File: src/rtl/csm_div_pipe.sv
// Restoring divider pipeline that resolves one quotient bit per stage.
module csm_div_pipe #(
    parameter int DEN_W  = 32,
    parameter int STEPS  = 17,
    parameter int SIDE_W = 1
) (
    input  logic              clk,
    input  logic              rst_n,
    input  logic              en,
    input  logic              in_vld,
    input  logic [SIDE_W-1:0] in_side,
    input  logic [DEN_W-1:0]  in_rem,
    input  logic [STEPS-1:0]  in_bits,
    input  logic [DEN_W-1:0]  in_den,
    output logic              out_vld,
    output logic [SIDE_W-1:0] out_side,
    output logic [STEPS-1:0]  out_quot
);
    logic              vld_reg  [0:STEPS];
    logic [SIDE_W-1:0] side_reg [0:STEPS];
    logic [STEPS-1:0]  quot_reg [0:STEPS];
    logic [DEN_W-1:0]  rem_reg  [0:STEPS-1];
    logic [DEN_W-1:0]  den_reg  [0:STEPS-1];
    logic [STEPS-1:0]  bits_reg [0:STEPS-1];

    assign vld_reg[0]  = in_vld;
    assign side_reg[0] = in_side;
    assign quot_reg[0] = '0;
    assign rem_reg[0]  = in_rem;
    assign den_reg[0]  = in_den;
    assign bits_reg[0] = in_bits;

    for (genvar k = 0; k < STEPS; k++)
    begin : g_step
        logic [DEN_W:0] trial;
        logic [DEN_W:0] diff;
        logic           ge;

        assign trial = {rem_reg[k], bits_reg[k][STEPS-1]};
        assign diff  = trial - {1'b0, den_reg[k]};
        assign ge    = trial >= {1'b0, den_reg[k]};

        always_ff @(posedge clk or negedge rst_n)
        begin
            if (!rst_n)
            begin
                vld_reg[k+1] <= 1'b0;
            end
            else if (en)
            begin
                vld_reg[k+1] <= vld_reg[k];
            end
        end

        always_ff @(posedge clk)
        begin
            if (en)
            begin
                side_reg[k+1] <= side_reg[k];
                quot_reg[k+1] <= {quot_reg[k][STEPS-2:0], ge};
            end
        end

        if (k < STEPS - 1)
        begin : g_carry
            always_ff @(posedge clk)
            begin
                if (en)
                begin
                    rem_reg[k+1]  <= ge ? diff[DEN_W-1:0] : trial[DEN_W-1:0];
                    den_reg[k+1]  <= den_reg[k];
                    bits_reg[k+1] <= {bits_reg[k][STEPS-2:0], 1'b0};
                end
            end
        end
    end

    assign out_vld  = vld_reg[STEPS];
    assign out_side = side_reg[STEPS];
    assign out_quot = quot_reg[STEPS];

endmodule

File: config.mk
export PLATFORM = sky130hd
export DESIGN_NAME = csm_div_pipe
export DESIGN_NICKNAME = d
export VERILOG_FILES = /design/src/rtl/csm_div_pipe.sv
export SDC_FILE = /design/constraint.sdc
export NUM_CORES = 2
export LEC_CHECK = 0
export BUFFER_PORTS_ARGS = -buffer_cell sky130_fd_sc_hd__buf_2
export CELL_PAD_IN_SITES_DETAIL_PLACEMENT = 1
export CELL_PAD_IN_SITES_GLOBAL_PLACEMENT = 2
export CORE_AREA = 2 2 442 444
export CTS_CLUSTER_DIAMETER = 100
export CTS_CLUSTER_SIZE = 8
export DETAILED_ROUTE_END_ITERATION = 12
export DIE_AREA = 0 0 444 446
export GPL_TIMING_DRIVEN = 0
export PLACE_DENSITY_LB_ADDON = 0.1
export SLEW_MARGIN = 0
export SYNTH_ARGS = -nofsm -noshare
export SYNTH_HDL_FRONTEND = slang
export SYNTH_SLANG_ARGS = --single-unit
File: constraint.sdc
create_clock -name clk -period 4.5 [get_ports clk]
set_clock_uncertainty 0.05 [all_clocks]
set_input_delay 0.9 -clock clk [delete_from_list [all_inputs] [get_ports clk]]
set_output_delay 0.9 -clock clk [all_outputs]
set_load 0.01 [all_outputs]
==> flow_metrics.py <==
metrics = {
    "drt": {
        "post_drt_via_cell_ratio": 5.31,
        "totalWireLength_um": 205000,
        "antenna_left": 0,
        "vias": 49800,
        "post_drt_wl_per_cell_um": 21.8,
        "drcViolationCount": 0,
        "dr.pass1.iters": 5,
        "drt-initial-drc-count": 3275,
    },
    "worst_hold_path": {
        "hold_end": "bits_reg[260]",
        "hp-start": "in_bits[4]",
        "hold_path.class": "in -> reg",
        "holdPathStages": 1,
    },
    "synthesis": {
        "synth_edf_count": 1330,
        "synthCells": 6498,
        "synth_top_area_share": 0.533,
        "ys_dominant_reg_cell": "edfxtp_1",
        "syn_nets": 7144,
        "ys_ff_latch": 1347,
        "synth_commonest_cells": "1330 x edfxtp_1, 699 x inv_1, 544 x ha_1, 509 x a21oi_1, 435 x nand2_1",
        "ys_async_sr_fraction": 0.0126,
        "synth.most_common_cell": "edfxtp_1",
        "synth_simple_gate_area_share": 0.0836,
        "synth_area_sq_um": 74900,
        "netlist_top_cells_area": "edfxtp_1 53%, ha_1 9.1%, inv_1 3.5%",
        "yosysSeqAreaShare": 0.539,
        "netlist.top_cell.by_area": "edfxtp_1",
        "synth_xor_area_frac": 0.0497,
        "synth_warnings": 0,
        "synth_top_family_by_area": "compound AO/OA/AOI/OAI gates",
        "synth.distinct_cells": 90,
        "avgSynthCellArea_sq_um": 11.5,
        "muxShareOfSynthArea": 0.0447,
        "synthAdderAreaFrac": 0.0952,
        "synth_compound_area_frac": 0.142,
    },
    "die": {
        "core-area_sq_um": 194000,
        "initial_utilization": 0.387,
        "die_width_um": 444,
        "die_h_um": 446,
        "die_area_sq_um": 198000,
        "row_count": 162,
        "io_pins": 105,
    },
    "placed_design": {
        "dp_hpwl_um": 157000,
        "pre_cts_slack_ns": -0.914,
        "numPortBuffers": 104,
        "place_inst": 9152,
        "gp_congestion": 0.851,
    },
    "sta": {
        "max_slew_margin": 0.197,
        "worst_slack_ns": 0.156,
        "setup_viol": 0,
        "max_freq_mhz": 230,
        "fin_crit_sh": 0.965,
        "drv_slew": 0,
        "worst_pin_slew_ns": 1.17,
        "hold_viol": 0,
        "finalCriticalPeriod_ns": 4.34,
    },
    "global_routing": {
        "grt_max_degree": 178,
        "grt_pass1_vias": 51100,
        "gr-total-overflow": 0,
        "grt_pass1_wl_um": 313000,
        "antenna_found_initial": 5,
        "grtUsageTotal": 0.206,
    },
    "finish": {
        "syn_to_final_growth_pct": 12.4,
        "nNetsFinal": 7452,
        "drive_above_1_share": 0.0979,
        "fill_cells": 20600,
        "final_cell_count_no_fill": 9379,
    },
    "clock_network": {
        "max-clock-path-buffers": 3,
        "cts_buffers": 186,
        "cts-root-buf": "clkbuf_16",
        "insertion_delay_ns": 0.83,
        "cts.htree.levels": 4,
        "cts.sinks": 1347,
        "path_clk_slew_ns": 0.05,
        "cts_tree": "yes",
    },
    "setup_path": {
        "end_kind": "flop",
        "cp.buffers_inverters": 0,
        "path_delay_family": "compound AO/OA/AOI/OAI gates",
        "critical_path_class": "reg -> reg",
        "rr_worst_depth": 12,
        "r2r_start": "den_reg[224]",
        "cpPeakStageDelay_ns": 0.70,
        "reg2reg_slack_ns": 0.16,
        "slowest_stage": "a2111oi_2",
        "critPathMaxFanout": 4,
        "path_cells": "ha_1, fa_1, nor2b_1, o21a_1, o21ai_0, a21boi_0, a2111oi_2, nor2_1, a21boi_0, o21ai_0, xnor2_1, o21ai_0",
        "crit_required_ns": 5.00,
        "worstSetupStartpointType": "flop",
        "path_common_cell": "o21ai_0",
        "r2r_end": "g_step[10].trial[31]",
        "cp.arrival_ns": 4.84,
    },
    "power": {
        "p_int_uw": 37900,
        "combPwrFrac": 0.458,
        "seqPwrFrac": 0.336,
        "p_switching_uw": 23800,
        "p_leak_uw": 0.0346,
        "p_clk_frac": 0.206,
        "irDropWorstVdd_uv": 421,
        "p_per_area_nw_per_um2": 732,
        "switching_share": 0.386,
    },
    "outcome": {
        "status": "finished clean",
    },
    "run": {
        "max_cap_violations": 0,
    },
}
worst reg2reg max path: stages, from the launching register on:
cell	delay [ns]
edfxtp_1	0.45
ha_1	0.23
fa_1	0.21
nor2b_1	0.06
o21a_1	0.17
o21ai_0	0.49
a21boi_0	0.38
a2111oi_2	0.70
nor2_1	0.23
a21boi_0	0.38
o21ai_0	0.19
xnor2_1	0.15
o21ai_0	0.40
worst max-delay path by stage:
| stage | from | end | slack (ns) | depth (start not counted) |
|---|---|---|---|---|
| after floorplan | in_den[10] | g_step[1].trial[17] | 0.70 | 11 |
| after CTS | den_reg[386] | g_step[5].trial[28] | 0.002 | 14 |
| final | den_reg[224] | g_step[10].trial[31] | 0.16 | 12 |
| after global placement | en | vld_reg[11] | -19.16 | 4 |
| after detailed placement | in_den[2] | g_step[1].trial[32] | -0.91 | 14 |
| after global routing | den_reg[206] | g_step[11].trial[30] | -0.0007 | 12 |
cell usage in the layout, fill, tap and decap left out, types with 24 or more instances in the layout:
master and count:
clkbuf_16 188, inv_1 699, o21a_1 60, nor2_1 327
o21bai_1 64, nand3_1 93, nor3_1 78, nand2b_1 74
buf_4 26, a31oi_1 49, mux2_1 49, a21oi_1 508
a21boi_0 32, a211oi_1 25, nor2b_1 63, and3_1 47
edfxtp_1 1330, mux2_2 192, a21o_1 288, ha_1 544
xor2_1 173, or3_1 24, xnor2_1 252, nand4_1 87
clkbuf_1 111, mux2_4 27, and2_1 25, nand2_1 435
o21ai_0 385, buf_2 122, o31ai_1 39
metrics by stage:
step | setup TNS, ns | instance area, sq um | power [uW] | utilization | hold WS, ns
after detailed placement | -63.62 | 78800 | 49000 | 0.407 | 0.355
after global routing | -0.000651 | 84200 | 66200 | 0.435 | 0.139
final | 0 | 84200 | 61700 | 0.435 | 0.195
after global placement | - | 78600 | 49300 | 0.406 | 0.350
after floorplan | 0 | 74900 | 40200 | - | 0.350
after CTS | 0 | 84000 | 62400 | 0.434 | 0.113
timing repair:
action                     in CTS  in global routing
gates cloned                    0                  1
buffers inserted                1                  5
setup endpoints to repair     196                271
hold buffers                    1                  0
resized for setup              20                 40
pin swaps                       0                  3
hold endpoints to repair       17                  0
power by group through the flow:
stage	registers [uW]	logic, uW	clock network [uW]
after global placement	21500	27700	0
after detailed placement	21000	28000	0
after floorplan	19600	20600	0
final	20700	28200	12700
after global routing	21000	31600	13600
after CTS	20900	28400	13100
kinds of logic after synthesis:
family	Yosys count
DFF	1347
muxes	291
buffers and inverters	863
xor gates and xnor gates	425
AOI/OAI and AO/OA	1686
adders and majority gates	560
and+or+nand+nor	1326
area by class of cell:
type	count	area (sq um)	area share
plain buffers	163	817	0.00971
diodes	3	7.51	0.0000892
clock inverters	14	299	0.00355
clock buffers	202	4740	0.0563
flip-flops and latches	1347	40400	0.479
well taps	2542	3180	0.0378
multi-input cells	4288	31300	0.372
repair buffers	120	861	0.0102
inverters	700	2630	0.0312
per-layer routing:
metal	track usage	up-vias	routed length, um
li1	-	24400	-
met1	0.281	24500	95500
met2	0.346	646	98700
met3	0.0260	246	6110
met4	0.0533	4	4290
met5	0	-	27
Power figures use the tool's default switching activity.
